<file path="config.mk">
export PLATFORM = sky130hd
export DESIGN_NAME = hsv_to_rgb_dimmed_core
export DESIGN_NICKNAME = d
export VERILOG_FILES = /design/src/sv/hsvd_pkg.sv /design/src/sv/hsvd_color.sv /design/src/sv/hsvd_scale.sv /design/src/sv/hsv_to_rgb_dimmed_core.sv
export SDC_FILE = /design/constraint.sdc
export NUM_CORES = 1
export LEC_CHECK = 0
export BUFFER_PORTS_ARGS = -buffer_cell sky130_fd_sc_hd__buf_2
export CAP_MARGIN = 5
export CORE_MARGIN = 1
export CORE_UTILIZATION = 25
export CTS_BUF_LIST = sky130_fd_sc_hd__clkbuf_8
export CTS_CLUSTER_SIZE = 14
export DETAILED_ROUTE_END_ITERATION = 10
export PLACE_DENSITY = 0.41
export SLEW_MARGIN = 20
export SYNTH_ARGS = -nofsm -noshare
export SYNTH_HDL_FRONTEND = slang
export SYNTH_SLANG_ARGS = --single-unit
</file>
<file path="constraint.sdc">
create_clock -name clk_i -period 8.6 [get_ports clk_i]
set_input_delay 1.72 -clock clk_i [delete_from_list [all_inputs] [get_ports clk_i]]
set_output_delay 1.72 -clock clk_i [all_outputs]
set_load 0.05 [all_outputs]
</file>
<file path="src/sv/hsvd_pkg.sv">
// ----------------------------------------------------------------------------
// hsvd_pkg
// Shared types and constants for the dimmed HSV to RGB converter.
// ----------------------------------------------------------------------------
package hsvd_pkg;

  // channel width and hue split
  localparam int unsigned ChanW   = 8;
  localparam int unsigned OffsetW = 6;

  // power limit after reset
  localparam logic [ChanW-1:0] PowerLimitReset = 8'd32;

  // hue section codes
  typedef enum logic [1:0] {
    SECT_0 = 2'd0,
    SECT_1 = 2'd1,
    SECT_2 = 2'd2
  } sect_e;

  // one color triplet
  typedef struct packed {
    logic [ChanW-1:0] red;
    logic [ChanW-1:0] green;
    logic [ChanW-1:0] blue;
  } rgb_t;

  // truncating scale: (x * s) >> 8
  function automatic logic [ChanW-1:0] scale8(input logic [ChanW-1:0] x,
                                              input logic [ChanW-1:0] s);
    logic [2*ChanW-1:0] prod;
    prod = x * s;
    return prod[2*ChanW-1:ChanW];
  endfunction

endpackage

</file>
<file path="src/sv/hsvd_color.sv">
// ----------------------------------------------------------------------------
// hsvd_color
// Two pipeline stages: floor and amplitude, then ramps and section mapping.
// ----------------------------------------------------------------------------
module hsvd_color import hsvd_pkg::*; (
  input  logic             clk_i,
  input  logic             rst_ni,
  input  logic             in_valid_i,
  output logic             in_ready_o,
  input  logic [ChanW-1:0] hue_i,
  input  logic [ChanW-1:0] saturation_i,
  input  logic [ChanW-1:0] value_level_i,
  input  logic [ChanW-1:0] dim_level_i,
  output logic             out_valid_o,
  input  logic             out_ready_i,
  output rgb_t             rgb_o,
  output logic [ChanW-1:0] dim_o
);

  // stage a registers
  logic               a_valid_q;
  logic [ChanW-1:0]   a_floor_q, a_floor_d;
  logic [ChanW-1:0]   a_amp_q, a_amp_d;
  logic [OffsetW-1:0] a_offset_q;
  sect_e              a_sect_q, a_sect_d;
  logic [ChanW-1:0]   a_dim_q;
  logic               a_ready;

  // stage b registers
  logic               b_valid_q;
  rgb_t               b_rgb_q, b_rgb_d;
  logic [ChanW-1:0]   b_dim_q;
  logic               b_ready;

  logic [ChanW-1:0]         inv_sat;
  logic [2*ChanW-1:0]       floor_prod;
  logic [OffsetW-1:0]       fall_off;
  logic [OffsetW+ChanW-1:0] rise_prod;
  logic [OffsetW+ChanW-1:0] fall_prod;
  logic [ChanW-1:0]         rise;
  logic [ChanW-1:0]         fall;

  // stall chain: a stage takes a beat when empty or draining
  assign b_ready    = !b_valid_q || out_ready_i;
  assign a_ready    = !a_valid_q || b_ready;
  assign in_ready_o = a_ready;

  // floor = value * (255 - sat) >> 8, amplitude = value - floor
  always_comb begin
    inv_sat    = ~saturation_i;
    floor_prod = value_level_i * inv_sat;
    a_floor_d  = floor_prod[2*ChanW-1:ChanW];
    a_amp_d    = value_level_i - a_floor_d;
    case (hue_i[ChanW-1:OffsetW])
      2'd0:    a_sect_d = SECT_0;
      2'd1:    a_sect_d = SECT_1;
      default: a_sect_d = SECT_2;
    endcase
  end

  always_ff @(posedge clk_i or negedge rst_ni) begin
    if (!rst_ni) begin
      a_valid_q <= 1'b0;
    end else if (a_ready) begin
      a_valid_q <= in_valid_i;
    end
  end

  always_ff @(posedge clk_i) begin
    if (a_ready && in_valid_i) begin
      a_floor_q  <= a_floor_d;
      a_amp_q    <= a_amp_d;
      a_offset_q <= hue_i[OffsetW-1:0];
      a_sect_q   <= a_sect_d;
      a_dim_q    <= dim_level_i;
    end
  end

  // rising and falling ramps on top of the floor
  always_comb begin
    fall_off  = ~a_offset_q;
    rise_prod = a_offset_q * a_amp_q;
    fall_prod = fall_off * a_amp_q;
    rise      = a_floor_q + rise_prod[OffsetW+ChanW-1:OffsetW];
    fall      = a_floor_q + fall_prod[OffsetW+ChanW-1:OffsetW];
    case (a_sect_q)
      SECT_0: begin
        b_rgb_d.red   = fall;
        b_rgb_d.green = rise;
        b_rgb_d.blue  = a_floor_q;
      end
      SECT_1: begin
        b_rgb_d.red   = a_floor_q;
        b_rgb_d.green = fall;
        b_rgb_d.blue  = rise;
      end
      default: begin
        b_rgb_d.red   = rise;
        b_rgb_d.green = a_floor_q;
        b_rgb_d.blue  = fall;
      end
    endcase
  end

  always_ff @(posedge clk_i or negedge rst_ni) begin
    if (!rst_ni) begin
      b_valid_q <= 1'b0;
    end else if (b_ready) begin
      b_valid_q <= a_valid_q;
    end
  end

  always_ff @(posedge clk_i) begin
    if (b_ready && a_valid_q) begin
      b_rgb_q <= b_rgb_d;
      b_dim_q <= a_dim_q;
    end
  end

  assign out_valid_o = b_valid_q;
  assign rgb_o       = b_rgb_q;
  assign dim_o       = b_dim_q;

endmodule

</file>
<file path="src/sv/hsvd_scale.sv">
// ----------------------------------------------------------------------------
// hsvd_scale
// Two pipeline stages: per-beat dim scaling, then global power scaling.
// ----------------------------------------------------------------------------
module hsvd_scale import hsvd_pkg::*; (
  input  logic             clk_i,
  input  logic             rst_ni,
  input  logic             in_valid_i,
  output logic             in_ready_o,
  input  rgb_t             rgb_i,
  input  logic [ChanW-1:0] dim_i,
  input  logic [ChanW-1:0] power_limit_i,
  output logic             out_valid_o,
  input  logic             out_ready_i,
  output rgb_t             rgb_o
);

  logic c_valid_q;
  rgb_t c_rgb_q, c_rgb_d;
  logic c_ready;

  logic d_valid_q;
  rgb_t d_rgb_q, d_rgb_d;
  logic d_ready;

  // stall chain, last stage is the output register
  assign d_ready    = !d_valid_q || out_ready_i;
  assign c_ready    = !c_valid_q || d_ready;
  assign in_ready_o = c_ready;

  // dim scaling
  always_comb begin
    c_rgb_d.red   = scale8(rgb_i.red,   dim_i);
    c_rgb_d.green = scale8(rgb_i.green, dim_i);
    c_rgb_d.blue  = scale8(rgb_i.blue,  dim_i);
  end

  always_ff @(posedge clk_i or negedge rst_ni) begin
    if (!rst_ni) begin
      c_valid_q <= 1'b0;
    end else if (c_ready) begin
      c_valid_q <= in_valid_i;
    end
  end

  always_ff @(posedge clk_i) begin
    if (c_ready && in_valid_i) begin
      c_rgb_q <= c_rgb_d;
    end
  end

  // power limit scaling
  always_comb begin
    d_rgb_d.red   = scale8(c_rgb_q.red,   power_limit_i);
    d_rgb_d.green = scale8(c_rgb_q.green, power_limit_i);
    d_rgb_d.blue  = scale8(c_rgb_q.blue,  power_limit_i);
  end

  always_ff @(posedge clk_i or negedge rst_ni) begin
    if (!rst_ni) begin
      d_valid_q <= 1'b0;
    end else if (d_ready) begin
      d_valid_q <= c_valid_q;
    end
  end

  always_ff @(posedge clk_i) begin
    if (d_ready && c_valid_q) begin
      d_rgb_q <= d_rgb_d;
    end
  end

  assign out_valid_o = d_valid_q;
  assign rgb_o       = d_rgb_q;

endmodule

</file>
<file path="src/sv/hsv_to_rgb_dimmed_core.sv">
// ----------------------------------------------------------------------------
// hsv_to_rgb_dimmed_core
// HSV to RGB conversion with per-beat dimming and a global power limit.
// ----------------------------------------------------------------------------
// Converts HSV beats into 8-bit red, green and blue compare values. A beat
// passes four register stages (floor/amplitude, ramps and section mapping,
// dim scaling, power scaling) in that order, and out_valid_o is driven by
// the last of them. Each stage holds one multiplier level. Throughput is
// one beat per cycle while the output is not stalled, and a stall on the
// output backs up through the stages without loss. The power limit
// register resets to 32 and should only be written while the pipeline is
// empty.
module hsv_to_rgb_dimmed_core import hsvd_pkg::*; (
  input  logic             clk_i,
  input  logic             rst_ni,
  input  logic             in_valid_i,
  output logic             in_ready_o,
  input  logic [ChanW-1:0] hue_i,
  input  logic [ChanW-1:0] saturation_i,
  input  logic [ChanW-1:0] value_level_i,
  input  logic [ChanW-1:0] dim_level_i,
  output logic             out_valid_o,
  input  logic             out_ready_i,
  output logic [ChanW-1:0] red_o,
  output logic [ChanW-1:0] green_o,
  output logic [ChanW-1:0] blue_o,
  input  logic             cfg_we_i,
  input  logic [ChanW-1:0] cfg_wdata_i
);

  logic [ChanW-1:0] power_limit_val_q;
  logic             mid_valid;
  logic             mid_ready;
  rgb_t             mid_rgb;
  logic [ChanW-1:0] mid_dim;
  rgb_t             out_rgb;

  // power limit register
  always_ff @(posedge clk_i or negedge rst_ni) begin
    if (!rst_ni) begin
      power_limit_val_q <= PowerLimitReset;
    end else if (cfg_we_i) begin
      power_limit_val_q <= cfg_wdata_i;
    end
  end

  // color stages
  hsvd_color u_color (
    .clk_i         (clk_i),
    .rst_ni        (rst_ni),
    .in_valid_i    (in_valid_i),
    .in_ready_o    (in_ready_o),
    .hue_i         (hue_i),
    .saturation_i  (saturation_i),
    .value_level_i (value_level_i),
    .dim_level_i   (dim_level_i),
    .out_valid_o   (mid_valid),
    .out_ready_i   (mid_ready),
    .rgb_o         (mid_rgb),
    .dim_o         (mid_dim)
  );

  // scaling stages
  hsvd_scale u_scale (
    .clk_i         (clk_i),
    .rst_ni        (rst_ni),
    .in_valid_i    (mid_valid),
    .in_ready_o    (mid_ready),
    .rgb_i         (mid_rgb),
    .dim_i         (mid_dim),
    .power_limit_i (power_limit_val_q),
    .out_valid_o   (out_valid_o),
    .out_ready_i   (out_ready_i),
    .rgb_o         (out_rgb)
  );

  assign red_o   = out_rgb.red;
  assign green_o = out_rgb.green;
  assign blue_o  = out_rgb.blue;

`ifndef SYNTHESIS
  // back pressure only comes from a stalled, full output
  a_ready_low_means_stall: assert property (@(posedge clk_i) disable iff (!rst_ni)
    !in_ready_o |-> (out_valid_o && !out_ready_i))
    else $error("input stalled without an output stall");

  // an unstalled beat is offered at the output after passing every stage
  a_latency: assert property (@(posedge clk_i) disable iff (!rst_ni)
    ($past(in_valid_i && in_ready_o, 4) && $past(rst_ni, 4) && $past(rst_ni, 3) &&
     $past(rst_ni, 2) && $past(rst_ni, 1) && $past(out_ready_i, 3) &&
     $past(out_ready_i, 2) && $past(out_ready_i, 1)) |-> out_valid_o)
    else $error("beat did not reach the output in four cycles");

  // a fresh write is visible in the register on the next cycle
  a_cfg_load: assert property (@(posedge clk_i) disable iff (!rst_ni)
    cfg_we_i |=> (power_limit_val_q == $past(cfg_wdata_i)))
    else $error("power limit write lost");
`endif

endmodule

</file>
==> run_results.csv, run 1 <==
group,metric,value,unit
timing,maxSlewHeadroom,0.315,
logic_synthesis,yosys-top-cells-area,"fa_1 28%, ha_1 17%, edfxtp_1 16%, inv_1 7.3%, and2_1 7.0%",
die,num_io_pins,71,
cts,cts_tree,"built",
critical_path,cp-endpoint,"u_color.a_amp_q[7]",
drt,drc,0,
critical_path,end_kind,"register",
global_route,gr-total-overflow,0,
critical_path,crit_fanout,8,
global_route,grt_pass1_vias,15300,
logic_synthesis,yosysTopAreaCell,"fa_1",
drt,via_count,14300,
global_route,grt_pass1_wl,80300,um
cts,cts_sinks,124,
global_route,grt_max_degree,48,
logic_synthesis,synth_top_cell_area_share,0.283,
cts,cts_hold_buf,0,
die,dieArea,84900,um2
timing,fin_tns_setup,0,ps
die,core,82500,um2
timing,finalCritPeriodShare,0.796,
logic_synthesis,synth_nets,2819,
timing,rsz0062_at_grt,"false",
timing,setup_viol,0,
cts,insertion_delay,540,ps
logic_synthesis,postSynthCellCount,2189,
critical_path,reg2reg_depth,20,
outcome,outcome,"complete, no violations",
die,die_h,291,um
drt,avgRoutedWirePerCell,14.6,um
logic_synthesis,synth_seq_cells,124,
logic_synthesis,synth_top_family_by_area,"adder cells",
timing,drv_slew,0,
cts,clk_pin_slew,80,ps
timing,finalHoldViolCount,0,
critical_path,worst_setup_path_start_kind,"input port",
global_route,antenna_found_initial,2,
critical_path,regToRegSetupSlack,2330,ps
drt,drt_iter0_drc,425,
cts,postCtsSetupRepairBufs,0,
hold_path,hp-class,"register to register",
die,die_w,291,um
drt,dr.pass1.iters,4,
logic_synthesis,ys.warnings.count,0,
cts,clock-root-buffer,"clkbuf_8",
cts,htreeDepth,4,
job,drv_cap,0,
critical_path,r2r_start,"u_color.a_offset_q[1]",
drt,drtAntennaViolNets,0,
logic_synthesis,ys_seq_area_frac,0.175,
logic_synthesis,synthMuxAreaShare,0.0140,
critical_path,critPathLaunch,"value_level_i[5]",
layout,nets,2857,
logic_synthesis,synth_cell_types,66,
layout,areaGrowthSynthToFinish,9.68,%
drt,vias_per_cell,4.32,
global_route,grt_use_total,0.119,
logic_synthesis,synth_edf_count,112,
logic_synthesis,synth_area_per_cell,9.57,um2
timing,period_needed,6840,ps
drt,drt-total-wl,48300,um
placement,routabilityCongestion,0.778,
placement,port_buffers,70,
critical_path,rr_endpoint,"u_color.rgb_o[23]",
placement,dp_hpwl,38000,um
logic_synthesis,yosys.area_share.xor_xnor,0.0304,
cts,cts_buffers,17,
logic_synthesis,synth_compound_area_frac,0.0608,
cts,ctsLongestPathBuffers,2,
timing,max_slew.worst_pin.slew,1030,ps
layout,drive_above_1_share,0.0621,
logic_synthesis,syn_area,20900,um2
cts,ctsResizeCount,0,
timing,fmax,0.146,GHz
critical_path,cp.required,8890,ps
die,start_util,0.254,
critical_path,crit_arrival,7130,ps
logic_synthesis,synthArstFlopShare,0.0968,
die,num_rows,105,
logic_synthesis,synthSimpleGateAreaFrac,0.179,
timing,final.setup_skew,19.7,ps
logic_synthesis,synth-main-ff-cell,"edfxtp_1",
critical_path,worstSetupPathType,"input port to register",
hold_path,worstHoldStart,"u_color.a_dim_q[0]",
logic_synthesis,synth_fa_ha_area_frac,0.457,
-- state kept, by name, summed over array words and instances, names as in the netlist, 6 cells and up --
register / cells
u_color.rgb_o: 24
u_scale.c_rgb_q: 24
u_scale.rgb_o: 24
power_limit_val_q: 8
u_color.a_amp_q: 8
u_color.a_dim_q: 8
u_color.a_floor_q: 8
u_color.dim_o: 8
u_color.a_offset_q: 6
-- kinds of logic after synthesis --
kind of cell / Yosys count
AND/OR/NAND/NOR: 718
adder cells (fa/ha/maj): 587
buffers and inverters: 471
AO/OA/AOI/OAI: 190
flip-flops: 124
XOR/XNOR: 71
multiplexers: 28
-- stage by stage --
| step | instance area (um2) | setup WS, ps | hold WS [ps] | instances | utilization |
|---|---|---|---|---|---|
| after floorplan | 20900 | 1750 | 400 | 2189 | - |
| after global placement | 22500 | 1230 | 403 | 3277 | 0.272 |
| after detailed placement | 22500 | 1150 | 405 | 3277 | 0.272 |
| after CTS | 22900 | 1770 | 426 | 3308 | 0.278 |
| after global routing | 23000 | 1450 | 432 | 3310 | 0.278 |
| final | 23000 | 1760 | 423 | 3310 | 0.278 |
-- cell usage after synthesis, types with 18 or more instances --
| cell | n |
|---|---|
| inv_1 | 408 |
| xnor2_1 | 48 |
| fa_1 | 296 |
| and2_1 | 235 |
| nor3_1 | 21 |
| xor2_1 | 21 |
| mux2i_1 | 18 |
| nand2_1 | 218 |
| a21oi_1 | 44 |
| nor2_1 | 88 |
| ha_1 | 289 |
| nor2b_1 | 74 |
| nand2b_1 | 32 |
| clkbuf_1 | 50 |
| o21ai_0 | 49 |
| o21a_1 | 19 |
| edfxtp_1 | 112 |
-- per-layer routing --
metal  up-vias  share of wire  global-route usage
met2       137           0.49               0.209
met4         2          0.015              0.0309
met1      7136           0.47               0.148
met5         -        0.00035                   0
met3        43          0.027              0.0224
li1       6985              -                   -
-- worst max-delay path, cell delays in order --
cell      delay (ps)
buf_2            130
clkinv_1         290
nor2_1           240
fa_1             430
inv_1             90
fa_1             420
fa_1             460
fa_1             490
inv_1             40
ha_1             290
and3_1           200
a211oi_1         380
xnor2_1          200
inv_1            100
ha_1             280
a21o_1           170
a21o_1           200
a21o_1           180
a21o_1           190
maj3_1           350
a21oi_1          180
xnor2_1           90
-- cells in the final DEF (no fill, tap or decap), drive strengths merged, types with 4 or more instances in the layout --
master,netlist,layout
inv,410,413
fa,296,296
ha,289,289
and2,235,235
nand2,218,218
edfxtp,112,112
nor2,88,88
buf,9,79
nor2b,74,74
o21ai,56,56
xnor2,50,50
a21oi,45,45
nand2b,32,32
nor3,21,21
xor2,21,21
o21a,19,19
mux2i,18,18
clkbuf,51,17
a21o,15,15
and3,13,13
dfrtp,11,11
mux2,10,10
or3,7,7
o31ai,7,7
bufinv,0,6
nand4,5,5
and4b,5,5
nand3b,5,5
a311oi,5,5
o211a,5,5
clkinv,1,5
a211oi,4,4
nand3,4,4
and2b,4,4
o31a,4,4
o21bai,4,4
o211ai,4,4
a31o,4,4
-- worst min path at each step --
stage | to | cells past startpoint
6_report | u_color.dim_o[0] | 0
5_1_grt | u_color.dim_o[1] | 0
4_1_cts | u_color.dim_o[1] | 0
3_5_place_dp | u_color.dim_o[0] | 0
3_3_place_gp | u_color.dim_o[0] | 0
2_1_floorplan | u_color.dim_o[0] | 0
-- final cells by class --
cell class                 instances  area [um2]
antenna                            1        2.50
clock buffer                      17         234
clock inverter                    14         244
fill                            8747       59500
inverter                         411        1540
multi-input combinational       1594       15500
sequential                       124        3660
tap                             1070        1340
timing repair buffer              79         430
Power of run 1 is left out: the tool's default activity adds up to more than one toggle a clock period on the data nets, which glitch-free logic cannot reach.
==> run 2: changes to the inputs <==
Clock period 8.6 ns to 6.7 ns, I/O delays scaled along.
==> run 2 against run 1 <==
Effect of this change: clock skew decreased by 3.1 ps; cell count increased by 1.1%; core utilization increased by 0.20 points; sequential cell count unchanged; global-route usage about the same; critical endpoint unchanged.
==> run_results.csv, run 2 (synthesis gave the netlist of run 1 again) <==
group,metric,value,unit
outcome,outcome,"complete, no violations",
global_route,grt_pass1_wl,80500,um
timing,fin_tns_setup,0,ps
die,num_io_pins,71,
global_route,antenna_found_initial,3,
timing,period_needed,6230,ps
timing,final.setup_skew,16.6,ps
critical_path,worstSetupPathType,"input port to register",
hold_path,hp-class,"register to register",
cts,ctsResizeCount,0,
layout,drive_above_1_share,0.0769,
cts,postCtsSetupRepairBufs,0,
critical_path,critPathLaunch,"value_level_i[5]",
critical_path,cpPeakStageDelay,530,ps
critical_path,reg2reg_depth,20,
cts,cts_hold_buf,0,
timing,drv_slew,0,
die,die_w,291,um
job,drv_cap,0,
drt,avgRoutedWirePerCell,14.4,um
timing,finalHoldViolCount,0,
global_route,grt_use_total,0.119,
critical_path,crit_arrival,6520,ps
timing,fmax,0.160,GHz
cts,cts_buffers,17,
drt,via_count,14400,
cts,cts_tree,"built",
critical_path,rr_endpoint,"u_color.rgb_o[15]",
die,num_rows,105,
critical_path,slowest_stage,"fa_1",
timing,setup_viol,0,
timing,max_slew.worst_pin.slew,1040,ps
drt,drc,0,
critical_path,critPathBufInv,6,
layout,nFillCells,8845,
critical_path,worst_setup_path_start_kind,"input port",
placement,dp_hpwl,38900,um
critical_path,crit_fanout,4,
layout,final_cell_mix,"408 x inv_1, 296 x fa_1, 289 x ha_1, 233 x and2_1, 218 x nand2_1",
timing,maxSlewHeadroom,0.308,
critical_path,critPathTopFamily,"adder cells",
cts,clock-root-buffer,"clkbuf_8",
critical_path,cp_common_cell,"fa_1",
critical_path,r2r_start,"u_color.a_offset_q[1]",
global_route,gr-total-overflow,0,
cts,cts_sinks,124,
placement,routabilityCongestion,0.789,
cts,ctsLongestPathBuffers,2,
layout,areaGrowthSynthToFinish,10.5,%
critical_path,regToRegSetupSlack,590,ps
global_route,grt_max_degree,48,
timing,finalCritPeriodShare,0.931,
drt,drtAntennaViolNets,0,
cts,htreeDepth,4,
hold_path,min_to,"u_color.dim_o[0]",
layout,final_common_cell,"inv_1",
hold_path,holdPathStages,0,
drt,dr.pass1.iters,4,
global_route,grt_pass1_vias,15500,
layout,nets,2892,
placement,port_buffers,70,
cts,clk_pin_slew,80,ps
drt,drt-total-wl,48100,um
die,dieArea,84900,um2
critical_path,end_kind,"register",
hold_path,worstHoldStart,"u_color.a_dim_q[0]",
critical_path,cp.required,6990,ps
die,die_h,291,um
drt,vias_per_cell,4.29,
die,core,82500,um2
drt,drt_iter0_drc,507,
timing,rsz0062_at_grt,"false",
cts,insertion_delay,550,ps
die,start_util,0.254,
[run 2: final cells by class]
cell class	count	area, um2	share of cell area
Multi-Input combinational cell	1594	15500	0.670
Sequential cell	124	3660	0.158
Inverter	411	1540	0.0667
Tap cell	1070	1340	0.0579
Timing Repair Buffer	114	681	0.0294
Clock buffer	17	234	0.0101
Clock inverter	15	161	0.00698
Antenna cell	1	2.50	0.000108
[run 2: worst max-delay path by stage]
stage | end | slack (ps) | cells after the start
detailed placement | u_color.a_amp_q[7] | -110 | 25
CTS | u_color.a_amp_q[7] | 510 | 25
global placement | u_color.a_amp_q[7] | -20 | 24
global route | u_color.a_amp_q[7] | 130 | 25
finish | u_color.a_amp_q[7] | 470 | 25
floorplan | u_color.a_amp_q[7] | 230 | 21
[run 2: worst reg2reg max path: stages (launching register included)]
cell and delay [ps]:
edfxtp_1 560, and2_1 260, fa_1 500, inv_1 50, fa_1 480, fa_1 500, inv_1 50, ha_1 280
nand4_1 80, o21ai_1 320, a21oi_1 140, xnor2_1 330, ha_1 310, a21o_1 150, a21oi_1 220, o21bai_1 130
a2111oi_2 440, nor3_1 110, or4bb_1 570, a32oi_1 220, o21ai_1 130
[run 2: through the flow]
stage	cell area, um2	setup WS (ps)	instances	utilization	hold WS, ps
global route	23100	126	3346	0.280	448
finish	23100	465	3346	0.280	425
floorplan	20900	231	2189	-	400
CTS	23100	512	3345	0.280	428
global placement	22700	-20.7	3313	0.276	403
detailed placement	22700	-114	3313	0.276	407
[run 2: layer usage]
metal	up-vias	track usage	share of wire
met5	-	0	0.00046
met4	4	0.0358	0.019
met3	49	0.0200	0.025
met2	137	0.205	0.48
met1	7105	0.152	0.47
li1	7058	-	-
Power of run 2 is left out for the same reason.
